**src/hdl/kdlr_pkg.sv**
```systemverilog
package kdlr_pkg;

  localparam int NUM_KEYS  = 4;
  localparam int LVL_W     = 4;
  localparam int EXT_W     = (NUM_KEYS > LVL_W) ? NUM_KEYS : LVL_W;
  localparam int IDX_W     = (NUM_KEYS > 1) ? $clog2(NUM_KEYS) : 1;
  localparam int CODE_W    = 3;
  localparam int FILT_W    = 8;
  localparam int LONG_W    = 16;
  localparam int REP_W     = 8;
  localparam int CFG_IDX_W = 2;
  localparam int CFG_DAT_W = 16;
  localparam int Q_DEPTH   = 2;
  localparam int QP_W      = 1;
  localparam int QC_W      = 2;

  localparam logic [FILT_W-1:0] FILTER_RST = FILT_W'(2);
  localparam logic [LONG_W-1:0] LONG_RST   = LONG_W'(100);
  localparam logic [REP_W-1:0]  REPEAT_RST = REP_W'(100);
  localparam logic [LVL_W-1:0]  MASK_RST   = LVL_W'(8);

  typedef enum logic [CFG_IDX_W-1:0] {
    CFG_FILTER = 2'd0,
    CFG_LONG   = 2'd1,
    CFG_REPEAT = 2'd2,
    CFG_MASK   = 2'd3
  } cfg_reg_t;

  typedef enum logic [1:0] {
    ST_UP   = 2'd0,
    ST_DOWN = 2'd1,
    ST_LONG = 2'd2
  } press_state_t;

  typedef enum logic [1:0] {
    BK_IDLE  = 2'd0,
    BK_KEY   = 2'd1,
    BK_FLUSH = 2'd2
  } back_state_t;

  typedef struct packed {
    logic [FILT_W-1:0] filter_ticks;
    logic [LONG_W-1:0] long_ticks;
    logic [REP_W-1:0]  repeat_ticks;
  } timing_t;

  // one classified scan tick at the head of the queue
  typedef struct packed {
    logic                valid;
    logic [NUM_KEYS-1:0] pressed;
  } tick_t;

endpackage

```
**src/hdl/kdlr_front.sv**
```systemverilog
module kdlr_front import kdlr_pkg::*; (
  input  logic             clk,
  input  logic             rst_n,
  input  logic             in_valid,
  output logic             in_stall,
  input  logic [LVL_W-1:0] in_key_levels,
  input  logic [LVL_W-1:0] active_high_mask,
  input  logic             q_pop,
  output tick_t            q_head
);

  logic [NUM_KEYS-1:0] q_mem_r [Q_DEPTH];
  logic [QP_W-1:0]     wr_ptr_r, wr_ptr_nxt;
  logic [QP_W-1:0]     rd_ptr_r, rd_ptr_nxt;
  logic [QC_W-1:0]     count_r, count_nxt;
  logic [EXT_W-1:0]    lvl_ext;
  logic [EXT_W-1:0]    mask_ext;
  logic [EXT_W-1:0]    match_ext;
  logic [NUM_KEYS-1:0] pressed;
  logic                push;

  // keys beyond the pin field read level 0 and mask 0, so they count as pressed
  always_comb begin
    lvl_ext   = EXT_W'(in_key_levels);
    mask_ext  = EXT_W'(active_high_mask);
    match_ext = ~(lvl_ext ^ mask_ext);
    pressed   = match_ext[NUM_KEYS-1:0];
  end

  assign in_stall = (count_r == QC_W'(Q_DEPTH));
  assign push     = in_valid && !in_stall;

  assign q_head.valid   = (count_r != '0);
  assign q_head.pressed = q_mem_r[rd_ptr_r];

  always_comb begin
    wr_ptr_nxt = wr_ptr_r;
    rd_ptr_nxt = rd_ptr_r;
    count_nxt  = count_r;
    if (push) begin
      wr_ptr_nxt = wr_ptr_r + 1'b1;
    end
    if (q_pop) begin
      rd_ptr_nxt = rd_ptr_r + 1'b1;
    end
    if (push && !q_pop) begin
      count_nxt = count_r + 1'b1;
    end else if (!push && q_pop) begin
      count_nxt = count_r - 1'b1;
    end
  end

  always_ff @(posedge clk) begin
    if (!rst_n) begin
      wr_ptr_r <= '0;
      rd_ptr_r <= '0;
      count_r  <= '0;
    end else begin
      wr_ptr_r <= wr_ptr_nxt;
      rd_ptr_r <= rd_ptr_nxt;
      count_r  <= count_nxt;
    end
  end

  always_ff @(posedge clk) begin
    if (push) begin
      q_mem_r[wr_ptr_r] <= pressed;
    end
  end

endmodule

```
**src/hdl/kdlr_back.sv**
```systemverilog
module kdlr_back import kdlr_pkg::*; (
  input  logic              clk,
  input  logic              rst_n,
  input  timing_t           timing,
  input  tick_t             q_head,
  output logic              q_pop,
  output logic              out_valid,
  input  logic              out_stall,
  output logic [CODE_W-1:0] out_key_code,
  output logic              out_last_event
);

  back_state_t         state_r, state_nxt;
  logic [IDX_W-1:0]    k_r, k_nxt;
  logic [NUM_KEYS-1:0] pressed_r, pressed_nxt;
  logic                pend_v_r, pend_v_nxt;
  logic [CODE_W-1:0]   pend_code_r, pend_code_nxt;

  logic [FILT_W-1:0]   deb_r [NUM_KEYS];
  press_state_t        pst_r [NUM_KEYS];
  logic [LONG_W-1:0]   lng_r [NUM_KEYS];
  logic [REP_W-1:0]    rep_r [NUM_KEYS];

  logic                out_valid_r, out_valid_nxt;
  logic [CODE_W-1:0]   out_code_r, out_code_nxt;
  logic                out_last_r, out_last_nxt;

  logic [FILT_W-1:0]   deb_nxt;
  press_state_t        pst_nxt;
  logic [LONG_W-1:0]   lng_nxt;
  logic [REP_W-1:0]    rep_nxt;
  logic                ev;
  logic [LONG_W-1:0]   lng_inc;
  logic [REP_W-1:0]    rep_inc;
  logic [CODE_W-1:0]   cur_code;
  logic                last_key;
  logic                out_free;

  logic                step;
  logic                flush_done;
  logic                push;
  logic [CODE_W-1:0]   push_code;
  logic                push_last;

  assign last_key = (k_r == IDX_W'(NUM_KEYS - 1));
  assign cur_code = CODE_W'({1'b0, k_r} + 1'b1);
  assign out_free = !out_valid_r || !out_stall;

  // per-key debounce, long press and repeat for the key under the sequencer
  always_comb begin
    deb_nxt = deb_r[k_r];
    pst_nxt = pst_r[k_r];
    lng_nxt = lng_r[k_r];
    rep_nxt = rep_r[k_r];
    ev      = 1'b0;
    lng_inc = lng_r[k_r] + 1'b1;
    rep_inc = rep_r[k_r] + 1'b1;
    if (pressed_r[k_r]) begin
      if (deb_r[k_r] < timing.filter_ticks) begin
        deb_nxt = deb_r[k_r] + 1'b1;
      end else begin
        unique case (pst_r[k_r])
          ST_UP: begin
            pst_nxt = ST_DOWN;
          end
          ST_DOWN: begin
            if ((timing.long_ticks != '0) && (lng_r[k_r] < timing.long_ticks)) begin
              lng_nxt = lng_inc;
              if (lng_inc >= timing.long_ticks) begin
                pst_nxt = ST_LONG;
                ev      = 1'b1;
              end
            end
          end
          ST_LONG: begin
            if (timing.repeat_ticks != '0) begin
              rep_nxt = rep_inc;
              if (rep_inc >= timing.repeat_ticks) begin
                rep_nxt = '0;
                ev      = 1'b1;
              end
            end
          end
          default: begin
          end
        endcase
      end
    end else begin
      if (deb_r[k_r] != '0) begin
        deb_nxt = deb_r[k_r] - 1'b1;
      end else begin
        ev      = (pst_r[k_r] == ST_DOWN);
        pst_nxt = ST_UP;
      end
      lng_nxt = '0;
      rep_nxt = '0;
    end
  end

  // next state
  always_comb begin
    state_nxt = state_r;
    unique case (state_r)
      BK_IDLE: begin
        if (q_head.valid) begin
          state_nxt = BK_KEY;
        end
      end
      BK_KEY: begin
        if (step && last_key) begin
          state_nxt = BK_FLUSH;
        end
      end
      BK_FLUSH: begin
        if (flush_done) begin
          state_nxt = q_head.valid ? BK_KEY : BK_IDLE;
        end
      end
      default: begin
        state_nxt = BK_IDLE;
      end
    endcase
  end

  // outputs: a held event goes out once the next one (or the tick end) is known
  always_comb begin
    q_pop      = 1'b0;
    step       = 1'b0;
    flush_done = 1'b0;
    push       = 1'b0;
    push_code  = pend_code_r;
    push_last  = 1'b0;
    unique case (state_r)
      BK_IDLE: begin
        q_pop = q_head.valid;
      end
      BK_KEY: begin
        step = !(ev && pend_v_r) || out_free;
        push = step && ev && pend_v_r;
      end
      BK_FLUSH: begin
        flush_done = !pend_v_r || out_free;
        push       = pend_v_r && out_free;
        push_last  = 1'b1;
        q_pop      = flush_done && q_head.valid;
      end
      default: begin
      end
    endcase
  end

  always_comb begin
    k_nxt         = k_r;
    pressed_nxt   = pressed_r;
    pend_v_nxt    = pend_v_r;
    pend_code_nxt = pend_code_r;
    if (q_pop) begin
      k_nxt       = '0;
      pressed_nxt = q_head.pressed;
      pend_v_nxt  = 1'b0;
    end else if (flush_done) begin
      pend_v_nxt = 1'b0;
    end else if (step) begin
      if (!last_key) begin
        k_nxt = k_r + 1'b1;
      end
      if (ev) begin
        pend_v_nxt    = 1'b1;
        pend_code_nxt = cur_code;
      end
    end
  end

  always_comb begin
    out_valid_nxt = out_valid_r;
    out_code_nxt  = out_code_r;
    out_last_nxt  = out_last_r;
    if (push) begin
      out_valid_nxt = 1'b1;
      out_code_nxt  = push_code;
      out_last_nxt  = push_last;
    end else if (!out_stall) begin
      out_valid_nxt = 1'b0;
    end
  end

  always_ff @(posedge clk) begin
    if (!rst_n) begin
      state_r     <= BK_IDLE;
      k_r         <= '0;
      pend_v_r    <= 1'b0;
      out_valid_r <= 1'b0;
    end else begin
      state_r     <= state_nxt;
      k_r         <= k_nxt;
      pend_v_r    <= pend_v_nxt;
      out_valid_r <= out_valid_nxt;
    end
  end

  always_ff @(posedge clk) begin
    pressed_r   <= pressed_nxt;
    pend_code_r <= pend_code_nxt;
    out_code_r  <= out_code_nxt;
    out_last_r  <= out_last_nxt;
  end

  always_ff @(posedge clk) begin
    if (!rst_n) begin
      for (int i = 0; i < NUM_KEYS; i++) begin
        deb_r[i] <= FILTER_RST;
        pst_r[i] <= ST_UP;
        lng_r[i] <= '0;
        rep_r[i] <= '0;
      end
    end else if (step) begin
      deb_r[k_r] <= deb_nxt;
      pst_r[k_r] <= pst_nxt;
      lng_r[k_r] <= lng_nxt;
      rep_r[k_r] <= rep_nxt;
    end
  end

  assign out_valid      = out_valid_r;
  assign out_key_code   = out_code_r;
  assign out_last_event = out_last_r;

endmodule

```
**src/hdl/key_debounce_long_repeat_top.sv**
```systemverilog
// The key sequencer walks one key per cycle while the output is not stalled, then closes
// the tick's last event in its flush state before it takes the next scan tick.
// An event waits until the next one or the tick end is known; out_last_event marks the last.
// A two-entry tick queue lets in_ take ticks while the sequencer or output is stalled.
// Reset (rst_n low, synchronous): config registers to their defaults, every key up, hold
// and repeat counters clear, debounce counters at FILTER_RST, tick queue and out_ empty.
module key_debounce_long_repeat_top import kdlr_pkg::*; (
  input  logic                 clk,
  input  logic                 rst_n,
  input  logic                 in_valid,
  output logic                 in_stall,
  input  logic [LVL_W-1:0]     in_key_levels,
  output logic                 out_valid,
  input  logic                 out_stall,
  output logic [CODE_W-1:0]    out_key_code,
  output logic                 out_last_event,
  input  logic                 cfg_valid,
  output logic                 cfg_ready,
  input  logic [CFG_IDX_W-1:0] cfg_index,
  input  logic [CFG_DAT_W-1:0] cfg_data
);

  timing_t          timing_r;
  logic [LVL_W-1:0] mask_r;
  tick_t            q_head;
  logic             q_pop;
  cfg_reg_t         cfg_sel;

  assign cfg_ready = 1'b1;
  assign cfg_sel   = cfg_reg_t'(cfg_index);

  always_ff @(posedge clk) begin
    if (!rst_n) begin
      timing_r.filter_ticks <= FILTER_RST;
      timing_r.long_ticks   <= LONG_RST;
      timing_r.repeat_ticks <= REPEAT_RST;
      mask_r                <= MASK_RST;
    end else if (cfg_valid && cfg_ready) begin
      unique case (cfg_sel)
        CFG_FILTER: timing_r.filter_ticks <= cfg_data[FILT_W-1:0];
        CFG_LONG:   timing_r.long_ticks   <= cfg_data[LONG_W-1:0];
        CFG_REPEAT: timing_r.repeat_ticks <= cfg_data[REP_W-1:0];
        CFG_MASK:   mask_r                <= cfg_data[LVL_W-1:0];
        default: begin
        end
      endcase
    end
  end

  kdlr_front u_front (
    .clk              (clk),
    .rst_n            (rst_n),
    .in_valid         (in_valid),
    .in_stall         (in_stall),
    .in_key_levels    (in_key_levels),
    .active_high_mask (mask_r),
    .q_pop            (q_pop),
    .q_head           (q_head)
  );

  kdlr_back u_back (
    .clk            (clk),
    .rst_n          (rst_n),
    .timing         (timing_r),
    .q_head         (q_head),
    .q_pop          (q_pop),
    .out_valid      (out_valid),
    .out_stall      (out_stall),
    .out_key_code   (out_key_code),
    .out_last_event (out_last_event)
  );

endmodule

```
**config.mk**
```make
export PLATFORM = sky130hd
export DESIGN_NAME = key_debounce_long_repeat_top
export DESIGN_NICKNAME = d
export VERILOG_FILES = /design/src/hdl/kdlr_pkg.sv /design/src/hdl/kdlr_front.sv /design/src/hdl/kdlr_back.sv /design/src/hdl/key_debounce_long_repeat_top.sv
export SDC_FILE = /design/constraint.sdc
export NUM_CORES = 1
export LEC_CHECK = 0
export ABC_AREA = 1
export BUFFER_PORTS_ARGS = -buffer_cell sky130_fd_sc_hd__buf_2
export CAP_MARGIN = 5
export CORE_MARGIN = 5
export CORE_UTILIZATION = 55
export CTS_CLUSTER_SIZE = 20
export DETAILED_ROUTE_END_ITERATION = 10
export GPL_ROUTABILITY_DRIVEN = 0
export HOLD_SLACK_MARGIN = 0.02
export PLACE_DENSITY = 0.72
export SYNTH_ARGS = -nofsm -noshare
export SYNTH_HDL_FRONTEND = slang
export SYNTH_SLANG_ARGS = --single-unit
```
**constraint.sdc**
```tcl
create_clock -name clk -period 6.04 [get_ports clk]
set_input_delay 1.208 -clock clk [delete_from_list [all_inputs] [get_ports clk]]
set_output_delay 1.208 -clock clk [all_outputs]
set_load 0.01 [all_outputs]
```
==> results.md <==
* Maximum number of pins on one net before global-route repair at 55
* CP max-delay cell: sky130_fd_sc_hd__inv_4
* Buffers on Ports at 32
* Via count normalized by instance count at 5.43
* Overflow left after global routing at 0
* Number of remaining DRC errors at 0
* Switching power share of the total at 0.432
* Number of global-route vias before repair at 8,796
* Path category of the worst min-delay check: flop to flop
* Cells resized by post-CTS repair at 0
* Die Span Y at 154 um
* Power per unit of standard cell area at 477 mW/mm^2
* Total I/O pin count at 34
* Number of register bits inferred by synthesis at 203
* Area of the die at 0.0236 mm^2
* Core ar. at 0.0203 mm^2
* CTS tree: yes
* Number of synthesis warnings at 0
* Post-synth cell types at 55
* CP peak stage delay at approximately 450 ps
* Number of detailed-routing iterations run before antenna repair at 5
* Fraction of the yosys area taken by sequential cells at 0.494
* Sum Neg Setup Slack at 0 ps
* Switching power total at 2.55 mW
* Area leader, netlist: sky130_fd_sc_hd__edfxtp_1
* Number of hold violations in the final report at 0
* Final Routed Wirelength at 27,100 um
* Max clock buf depth at 3
* Clock tree sinks at approximately 200
* Outcome: complete, no violations
* Count of final setup violators at 0
* Kind of start point of the critical path: flop
* All-Layer GR Usage at 0.230
* Internal power summed over all cells at ~3.4 mW
* Clk slew on worst S/H paths at 60 ps
* Fill cell total of the finished layout at 1,811
* Final clock period utilization by the worst path at 0.854
* Top layer in use: met4
* Syn Std Cell Area at 0.0114 mm^2
* Most common library cell in the layout ignoring fill and taps: sky130_fd_sc_hd__nand2_1
* Signed area change from the synthesized netlist to the final layout at 9.04%
* Crit path DAT at ~5300 ps
* Total length of routed met2 wires at 13,300 um
* Gate count of the mapped netlist at 1,322
* Data required time of the critical path at around 6200 ps
* Post CTS Setup Buffer Count at 0
* Peak VDD IR at between 0.3 and 0.4 mV
* Setup slack of the critical path after layout at 879 ps
* Pins Over Slew Limit at 0
* Ratio of cells with drive above 1 in the final layout at 0.103
* Top FF cell, synth: sky130_fd_sc_hd__edfxtp_1
* Top fanout value on the critical path at 54
* Final antenna-violating net count at 0
* Die outline width at 154 um
* Number of vias after detailed routing at 8,858
* Post-synth EDFFs at 155
* Clock share of power at 0.237
* Asr flop ratio synth at 0
* Max H-tree Level at 1
* Met3 routed WL at 1230 um
* Reported max-cap violation count at 0
* Sequential cell area at 0.00562 mm^2
* Remaining max-slew budget at the tightest pin at 0.289
* Sort of element at the end of the critical path: flop
* Setup slack at placement at 932 ps
* Drt initial violations at about 670
* Global-route wire length before repair at 44,400 um
* Root buf cell: sky130_fd_sc_hd__clkbuf_16
* Total CTS buffers at 23
* Initial Util at 0.560
* Footprint of the multi-input gates at a little under 0.005 mm^2
* Clock latency reported for the late side of the worst-skew pair at about 520 ps
* Hpwl dp at approximately 19,000 um
* Met1 Routed Length at between 10,000 and 15,000 um
* Part of the power in registers at 0.302
* Number of diodes at 0
* Comb power frac at 0.461
* Routed len/inst at 16.6 um
* Hold buffer count at CTS at 0
* Hold_ws at 428 ps
* Synth top area cells: sky130_fd_sc_hd__edfxtp_1 41%, sky130_fd_sc_hd__nand2_1 9.9%, sky130_fd_sc_hd__dfxtp_1 8.5%
* Post-Syn Nets at 1,409
* Row count at 52
* Reported leakage power at 5.27 nW
* Path type of the worst setup path: flop to flop
* Highest clock frequency the design can meet at 194 MHz
* Share of the synthesized area in the top cell type at 0.410
* Initial antenna violation count at 0
* Most frequent cells in the layout: 301 x sky130_fd_sc_hd__nand2_1, 224 x sky130_fd_sc_hd__nor2_1, 155 x sky130_fd_sc_hd__edfxtp_1
* Largest clock skew in the final design at 15.6 ps
* Average instance area after synthesis at about 8.6 um^2
* Worst-Margin Slew at 1050 ps
* Setup repair after global routing missed its margin: no
* Top cell by count, worst path: sky130_fd_sc_hd__nand2_1
* Net count, final at 1,432
* Tmin final at 5160 ps
## power groups by stage
stage,registers [mW],clock network (mW),logic (mW)
finish,1.78,1.40,2.72
CTS,1.78,1.41,2.72
detailed placement,1.81,0,2.69
global placement,1.81,0,2.63
floorplan,1.78,0,2.08
global route,1.80,1.46,3.09
## Yosys cell counts (7+ instances only)
library cell	number
sky130_fd_sc_hd__a21oi_1	69
sky130_fd_sc_hd__buf_2	16
sky130_fd_sc_hd__buf_6	10
sky130_fd_sc_hd__clkbuf_1	13
sky130_fd_sc_hd__dfxtp_1	48
sky130_fd_sc_hd__edfxtp_1	155
sky130_fd_sc_hd__ha_1	60
sky130_fd_sc_hd__inv_1	134
sky130_fd_sc_hd__inv_2	7
sky130_fd_sc_hd__nand2_1	301
sky130_fd_sc_hd__nand2_2	10
sky130_fd_sc_hd__nand3_1	72
sky130_fd_sc_hd__nand3_2	8
sky130_fd_sc_hd__nand4_1	9
sky130_fd_sc_hd__nor2_1	224
sky130_fd_sc_hd__nor3_1	9
sky130_fd_sc_hd__o211ai_1	16
sky130_fd_sc_hd__o21ai_0	56
sky130_fd_sc_hd__o21ai_1	7
sky130_fd_sc_hd__or2_2	8
sky130_fd_sc_hd__xor2_1	20
## per-layer routing
metal  up-vias  track usage
met1      4154        0.290
met2       222        0.405
met4         0       0.0887
li1       4413            -
met3        69       0.0289
met5         -            0
## logic make-up after synthesis
kind of cell,after synthesis,share of synthesized area
AO/OA/AOI/OAI,175,0.0914
flip-flops,203,0.494
buffers and inverters,192,0.0773
adder cells (fa/ha/maj),60,0.0661
AND/OR/NAND/NOR,667,0.252
XOR/XNOR,24,0.0185
other,1,0.000330
## state kept, by name, summed over array words and instances (netlist names), 3 cells and up, named ones only
register             flops
u_back.pend_code_r       3
u_back.pressed_r         4
u_back.rep_r            32
u_front.q_mem_r          8
mask_r                   4
u_back.lng_r            64
u_back.out_key_code      3
timing_r                32
u_back.deb_r            32
u_back.pst_r             8
## critical path, delay by kind of cell, from the launching register on
family / cells / cell delay [ps]
compound gates: 2 / 250
xor+xnor: 1 / 170
fa+ha+maj: 2 / 500
buf+inv: 4 / 1140
flops: 1 / 410
simple gates: 17 / 2270
## worst paths after layout
| kind | slack [ps] | from | cells past startpoint | end |
|---|---|---|---|---|
| max | 880 | flop | 26 | u_back.lng_r[1][11] |
| min | 430 | u_back.pend_code_r[0] | 0 | u_back.out_key_code[0] |
| max reg2reg | 880 | flop | 26 | u_back.lng_r[1][11] |
| min reg2reg | 430 | u_back.pend_code_r[0] | 0 | u_back.out_key_code[0] |
## final cells by class
type                            count  share of cell area
Sequential cell                   203               0.453
Multi-Input combinational cell    927               0.393
Clock buffer                       32              0.0492
Inverter                          143              0.0437
Tap cell                          270              0.0273
Timing Repair Buffer               47              0.0230
Clock inverter                     10              0.0105
## through the flow
step / util / area (um^2) / cells / total power, mW
2_1_floorplan: - / 11400 / 1322 / 3.86
3_3_place_gp: 0.574 / 11600 / 1590 / 4.44
3_5_place_dp: 0.574 / 11600 / 1590 / 4.50
4_1_cts: 0.610 / 12400 / 1632 / 5.91
5_1_grt: 0.610 / 12400 / 1632 / 6.36
6_report: 0.610 / 12400 / 1632 / 5.90
No activity file was read; power rests on OpenSTA's default activity.
